[src/design/bfr_ram.sv]
module bfr_ram #(
  parameter int unsigned Width = 8,
  parameter int unsigned Depth = 16,
  localparam int unsigned Aw   = $clog2(Depth)
) (
  input  logic             clk_i,
  input  logic             we_i,
  input  logic [Aw-1:0]    waddr_i,
  input  logic [Width-1:0] wdata_i,
  input  logic [Aw-1:0]    raddr_i,
  output logic [Width-1:0] rdata_o
);

  logic [Width-1:0] mem_q [Depth];
  logic [Width-1:0] rdata_q;

  always_ff @(posedge clk_i) begin
    if (we_i) begin
      mem_q[waddr_i] <= wdata_i;
    end
    rdata_q <= mem_q[raddr_i];
  end

  assign rdata_o = rdata_q;

endmodule
[config.mk]
export PLATFORM = sky130hd
export DESIGN_NAME = bfr_ram
export DESIGN_NICKNAME = d
export VERILOG_FILES = /design/src/design/bfr_ram.sv
export SDC_FILE = /design/constraint.sdc
export NUM_CORES = 1
export LEC_CHECK = 0
export ABC_AREA = 1
export BUFFER_PORTS_ARGS = -buffer_cell sky130_fd_sc_hd__buf_2
export CAP_MARGIN = 15
export CORE_MARGIN = 1
export CORE_UTILIZATION = 29
export DETAILED_ROUTE_END_ITERATION = 12
export HOLD_SLACK_MARGIN = 0.06
export PLACE_DENSITY = 0.44
export SLEW_MARGIN = 20
export SYNTH_ARGS = -nofsm -noshare
export SYNTH_HDL_FRONTEND = slang
export SYNTH_SLANG_ARGS = --single-unit
[constraint.sdc]
create_clock -name clk_i -period 1.4 [get_ports clk_i]
set_input_delay 0.14 -clock clk_i [delete_from_list [all_inputs] [get_ports clk_i]]
set_output_delay 0.14 -clock clk_i [all_outputs]
set_load 0.005 [all_outputs]
* After elaboration in Yosys (flattened, before gate mapping)
Memories as Yosys holds them, arrays and structs flattened. A register that Yosys moved wholly into a read port is not among the register bits.
Index checks and enable logic that the tools add are counted.
** Operators by class
- Muxes and demuxes :: 2
** Operators by type and width (number)
- 1-bit two-way mux :: 2
** Word-level totals
- Register bits :: 0
- Bits in writable memories :: 128
- Bits of input ports :: 18
- Output and inout port bits :: 8
- Memories kept :: 1
** Memories
- mem_q :: depth 16, bits a word 8, rd ports 1, clocked after Yosys merged registers in 1, wr ports 1, line 14 : logic [Width-1:0] mem_q [Depth];

* Longest topological paths before layout
Gate-level depths: netlist (run 1).
- Depth in word-level cells :: 2
- Depth in mapped cells :: 8
- Mapped depth without buffers :: 7

* Least setup slack after synthesis (run 1)
OpenSTA, ideal clock, no wires.
- Path kind :: in2reg
- Start :: in waddr_i[2]
- End :: mem mem_q[10][0] (enable)
- Setup time :: 370 ps
- Arrival :: 721 ps
- Slack :: 309 ps
- Cell stages on the path :: 2
- Cells stage by stage :: nand3b_1 -> nor2_1
** RTL lines
- from (decl) :: line 8 : input logic [Aw-1:0] waddr_i,
- to (decl) :: line 14
No word-level cell before the write port.

* Final worst setup path (run 1)
- Start :: reg rdata_q[7] (netlist: rdata_o[7]), read port of mem_q
- End :: out rdata_o[7]
** RTL lines
- from (decl) :: line 15 : logic [Width-1:0] rdata_q;
- to (decl) :: line 11 : output logic [Width-1:0] rdata_o
No word-level cell between the ends.

==> results of run 1 <==
## cell usage in the layout, fill, tap and decap left out
cell type / netlist / layout
edfxtp_1: 128 / 128
buf_12: 0 / 3
inv_1: 100 / 100
nand3b_1: 2 / 2
nor2_1: 17 / 17
buf_4: 4 / 23
bufinv_16: 0 / 5
inv_2: 2 / 2
clkinv_1: 0 / 3
clkinv_2: 0 / 3
nand3_1: 97 / 97
clkinv_4: 0 / 1
nand2_1: 173 / 173
buf_2: 13 / 25
dfxtp_1: 8 / 8
clkinvlp_4: 0 / 3
clkbuf_16: 0 / 17
## registers in the layout (all words and copies together), names as in the netlist
| signal | count |
|---|---|
| rdata_o | 8 |
| mem_q | 128 |
## cell families after synthesis
| group | synth area share [%] |
|---|---|
| buffers and inverters | 9.52 |
| AND/OR/NAND/NOR | 21.0 |
| flip-flops | 69.4 |
## routing by layer
| metal | vias to the layer above | global-route usage (%) | part of all wire, % |
|---|---|---|---|
| li1 | 1865 | - | - |
| met1 | 1803 | 19.3 | 47 |
| met3 | 19 | 2.45 | 2.9 |
| met5 | - | 0 | 0 |
| met4 | 0 | 7.70 | 2.2 |
| met2 | 81 | 24.8 | 48 |
## power by group
| part | switching (mW) | total [mW] | internal, mW |
|---|---|---|---|
| Combinational | 0.391 | 0.569 | 0.179 |
| Sequential | 0.0285 | 4.58 | 4.55 |
| Clock | 1.65 | 4.78 | 3.13 |
## cell usage after synthesis, drive strengths merged
| cell | number | area [sq um] |
|---|---|---|
| buf | 24 | 166 |
| dfxtp | 8 | 160 |
| edfxtp | 128 | 3840 |
| inv | 102 | 383 |
| nand2 | 173 | 649 |
| nand3 | 97 | 485 |
| nand3b | 2 | 15.0 |
| nor2 | 17 | 63.8 |
## tightest hold or removal path: stages
cell     delay, ns
buf_2         0.15
nand3_1       0.09
nand2_1       0.06
## layout make-up
cell class	instances	area share (%)
clock inverter	15	3.00
clock buffer	17	6.14
multi-input combinational	289	17.5
tap	265	4.79
inverter	102	5.53
timing repair buffer	51	5.17
sequential	136	57.8
## worst max-delay path by stage
stage | endpoint | slack (ns)
floorplan | mem_q[10][0] | 0.31
global placement | rdata_o[3] | 0.18
detailed placement | rdata_o[4] | 0.17
CTS | rdata_o[3] | 0.31
global route | rdata_o[6] | 0.27
finish | rdata_o[7] | 0.33
## through the flow
| stage | util (%) | instances | power, mW | worst slack (ns) |
|---|---|---|---|---|
| 2_1_floorplan | - | 551 | 4.98 | 0.309 |
| 3_3_place_gp | 32.3 | 843 | 5.25 | 0.177 |
| 3_5_place_dp | 32.3 | 843 | 5.25 | 0.166 |
| 4_1_cts | 35.6 | 875 | 10.0 | 0.311 |
| 5_1_grt | 35.6 | 875 | 10.3 | 0.270 |
| 6_report | 35.6 | 875 | 9.93 | 0.332 |
==> results.toml, run 1 <==
[timing]
tightest_slew_ns = 0.428
finClkSkew_ns = 0.00598
finalSetupTns_ns = 0
rsz0062_at_grt = "no"
hold_viol_final = 0
slew_headroom_pct = 71.5
whs_ns = 0.0716
finalMaxSlewViolations = 0
fin_crit_sh_pct = 76.3
fmax_ghz = 0.936
setup_viol = 0
fin_crit_ns = 1.07

[synth]
yosysSeqAreaShare_pct = 69.4
ys_ff_latch = 136
synth_cell_types = 12
synth_nets = 569
ys_warn_count = 0
syn_inst = 551
syn_avg_cell_area_sq_um = 10.5
syn-cell-area_sq_um = 5770

[global_route]
grt_max_degree = 65
grt_antenna_before_repair = 0
grt_overflow_total = 0
first_global_vias = 3855
grt_pass1_wl_um = 22000
track_usage_pct = 15.1

[layout]
fillCellCount = 1962
multiInputGateArea_sq_um = 1210
fin_nets = 615
seq_area_sq_um = 4000
post-route-cell-area_sq_um = 6920
layout-drive-gt1-share_pct = 13.4
diodes = 0
syn2layout_area_growth_pct = 20.0

[worst_setup_path]
critical-path-max-stage-delay_ns = 0.37
crit_type = "flip-flop to output pin"
crit_family = "flip-flops"
crit_start = "rdata_o[7]"
cp-end-kind = "output pin"
worstPathMaxFanout = 1
reg2regPathDepth = 6
required_ns = 1.26
crit_arrival_ns = 0.93
crit_cells = 1
crit_slowest_cell = "dfxtp_1"
crit_path_cell_trace = "buf_2"
critPathBufInv = 1
worstReg2RegStart = "mem_q[7][5]"
regToRegSetupSlack_ns = 0.40
timing.rr.end = "rdata_o[5]"
cp-start-kind = "flip-flop"

[hold_path]
min_path_cells = 3
min_from = "raddr_i[3]"
worst_hold_path.endpoint = "rdata_o[0]"
worstHoldPathType = "input pin to flip-flop"

[power_and_ir_drop]
power.density_nw_per_um2 = 1430
peakVddDrop_mv = 0.809
cellLeakagePower_nw = 2.96

[drt]
routed_wl_um = 14000
via_count = 3768
drc = 0
viasPerCell = 4.31
avgRoutedWirePerCell_um = 15.9
drt_pass1_iterations = 5
ant_nets = 0
drt_iter0_markers = 255

[clock_tree]
hold_buffers = 0
cts_resized = 0
insertion_delay_ns = 0.41
htree_levels = 4
cts_buffers = 17
cts_tree = "yes"
root_buffer = "clkbuf_16"
cts_setup_buffers = 0
clock-sinks = 136
clk_path_buf_depth = 2
cts.clk_slew.worst_paths_ns = 0.06

[place]
placement.cell_area_sq_um = 6290
hpwl_um = 8970
gp_congestion = 0.779
place.port_buffers = 25

[die]
die-area_sq_um = 20500
fp.dieW_um = 143
fp.coreArea_sq_um = 19500
floorplan.initialDensity_pct = 29.6
placementRows = 51
dieHeight_um = 143
num_io_pins = 26

[flow_run]
drv_cap = 0

[status]
status = "finished, final reports clean"
Power figures use the tool's default switching activity.
==> run 2, diff against run 1 <==
--- a/config.mk
+++ b/config.mk
@@ -12,7 +12,7 @@
 export CORE_UTILIZATION = 29
 export DETAILED_ROUTE_END_ITERATION = 12
 export HOLD_SLACK_MARGIN = 0.06
-export PLACE_DENSITY = 0.44
+export PLACE_DENSITY = 0.45
 export SLEW_MARGIN = 20
 export SYNTH_ARGS = -nofsm -noshare
 export SYNTH_HDL_FRONTEND = slang
==> constraint.sdc (replaced) <==
create_clock -name clk_i -period 0.9 [get_ports clk_i]
set_input_delay 0.09 -clock clk_i [delete_from_list [all_inputs] [get_ports clk_i]]
set_output_delay 0.09 -clock clk_i [all_outputs]
set_load 0.005 [all_outputs]
==> run 2 against run 1 <==
  * Highest routed layer unchanged
  * Non-clock buffer count up 9
  * Clock skew about the same
  * Clock-buffer cell count up 2
  * Core utilization up 1.7 points
  * Routed wire length down 0.43%
  * Setup slack worse by 0.38 ns
  * Flip-flop and latch count unchanged
  * Critical path depth unchanged
  * Cell count up 0.91%
  * Via count up 0.77%
  * The run now ends with setup timing left
  * Sequential power up 56%
==> results.toml, run 2 (synthesized netlist as in run 1, its figures left out) <==
[timing]
finClkSkew_ns = 0.00564
slew_headroom_pct = 74.0
fmax_ghz = 1.05
finalSetupTns_ns = -0.333
setup_viol = 16
setup_ws_ns = -0.0491
tightest_slew_ns = 0.390
fin_crit_sh_pct = 105
rsz0062_at_grt = "yes"
fin_crit_ns = 0.949
finalMaxSlewViolations = 0
hold_viol_final = 0
whs_ns = 0.113

[drt]
via_count = 3797
ant_nets = 0
avgRoutedWirePerCell_um = 15.7
drt_pass1_iterations = 4
routed_wl_um = 13900
drc = 0
viasPerCell = 4.30
drt_iter0_markers = 254

[global_route]
first_global_vias = 3651
grt_max_degree = 42
track_usage_pct = 14.7
grt_overflow_total = 0
grt_antenna_before_repair = 0
grt_pass1_wl_um = 21300

[status]
status = "finished, violations left"
violations = "setup timing"

[place]
gp_congestion = 0.797
place.port_buffers = 25
hpwl_um = 9080
dp_cells = 851

[clock_tree]
cts_buffers = 17
root_buffer = "clkbuf_16"
cts.clk_slew.worst_paths_ns = 0.06
cts_tree = "yes"
clock-sinks = 136
clk_path_buf_depth = 2
htree_levels = 4
insertion_delay_ns = 0.41

[worst_setup_path]
timing.rr.end = "rdata_o[3]"
critPathBufInv = 1
crit_path_cell_trace = "buf_6"
cp-end-kind = "output pin"
crit_type = "flip-flop to output pin"
critical-path-max-stage-delay_ns = 0.35
reg2regPathDepth = 6
crit_family = "flip-flops"
crit_slowest_cell = "dfxtp_2"
regToRegSetupSlack_ns = -0.03
worstPathMaxFanout = 1
required_ns = 0.81
crit_arrival_ns = 0.86
cp-start-kind = "flip-flop"
worstReg2RegStart = "mem_q[11][3]"

[layout]
largest_reg_flops = 128
final_common_cell = "nand2_1"
layout-drive-gt1-share_pct = 24.3
diodes = 0
fin_nets = 624
syn2layout_area_growth_pct = 25.9
fin_cells = 883
final_cell_mix = "nand2_1 (169), edfxtp_1 (128), inv_1 (97)"
regMostFlops = "mem_q"

[hold_path]
worstHoldPathType = "input pin to flip-flop"
worst_hold_path.endpoint = "mem_q[12][0]"
min_path_cells = 1
min_from = "wdata_i[0]"

[die]
placementRows = 51
floorplan.initialDensity_pct = 29.6
num_io_pins = 26
fp.coreArea_sq_um = 19500
fp.dieW_um = 143
die-area_sq_um = 20500
dieHeight_um = 143

[power_and_ir_drop]
switchingPower_mw = 3.14
peakVddDrop_mv = 1.14
power_frac_comb_pct = 7.0
intPower_mw = 12.0
power.density_nw_per_um2 = 2090
power.share.sequential_pct = 47.1
power.total_mw = 15.2
cellLeakagePower_nw = 3.10
p_clk_share_pct = 45.9
power.share.switching_pct = 20.7

[flow_run]
drv_cap = 0
==> run 2: cell types whose count changed in the layout (fill, tap and decap cells not counted), moves of 5 or more <==
cell,change
nor2_1,-9
nor2_2,+8
buf_4,+5
nand3_1,-42
nand3_2,+42
==> run 2: metrics by stage <==
| step | worst slack [ns] | util [%] | cell area, sq um |
|---|---|---|---|
| after floorplan | -0.119 | - | 5790 |
| after global placement | -0.276 | 33.0 | 6410 |
| after detailed placement | -0.277 | 33.0 | 6410 |
| after CTS | -0.0869 | 37.0 | 7200 |
| after global routing | -0.104 | 37.3 | 7260 |
| final | -0.0491 | 37.3 | 7260 |
==> run 2: worst max path at each step <==
| stage | startpoint | to | depth (start not counted) |
|---|---|---|---|
| floorplan | waddr_i[0] | mem_q[0][0] | 3 |
| global placement | raddr_i[0] | rdata_o[7] | 9 |
| detailed placement | raddr_i[0] | rdata_o[7] | 9 |
| CTS | rdata_o[2] | rdata_o[2] | 1 |
| global route | mem_q[1][5] | rdata_o[5] | 6 |
| finish | rdata_o[2] | rdata_o[2] | 1 |
==> run 2: power by group through the flow <==
stage                     clock [mW]  sequential [mW]  combinational [mW]
after detailed placement           0             7.26               0.971
after floorplan                    0             7.25               0.509
after global routing            7.33             7.15                1.17
after CTS                       7.11             7.14                1.06
after global placement             0             7.26               0.971
final                           6.96             7.14                1.06
==> run 2: repair_timing <==
action                                 CTS  global route
setup buffers                            0             0
gates resized for setup                 42            14
setup endpoints to repair               16            16
pin swaps                               23            15
endpoints found under the hold margin   16             0
hold buffers                             1             0
==> run 2: routing by layer <==
layer	track usage [%]	share of wire [%]	vias up
met5	0	0	-
met3	2.65	2.9	15
met2	22.6	46	81
met1	20.4	49	1820
li1	-	-	1881
met4	6.11	1.3	0
==> run 2: area by class of cell <==
type | count | area (sq um)
clock buffers | 19 | 433
clock inverters | 12 | 158
fillers | 1883 | 12200
inverters | 102 | 383
multi-input cells | 289 | 1460
flip-flops and latches | 136 | 4010
well taps | 265 | 332
repair buffers | 60 | 484
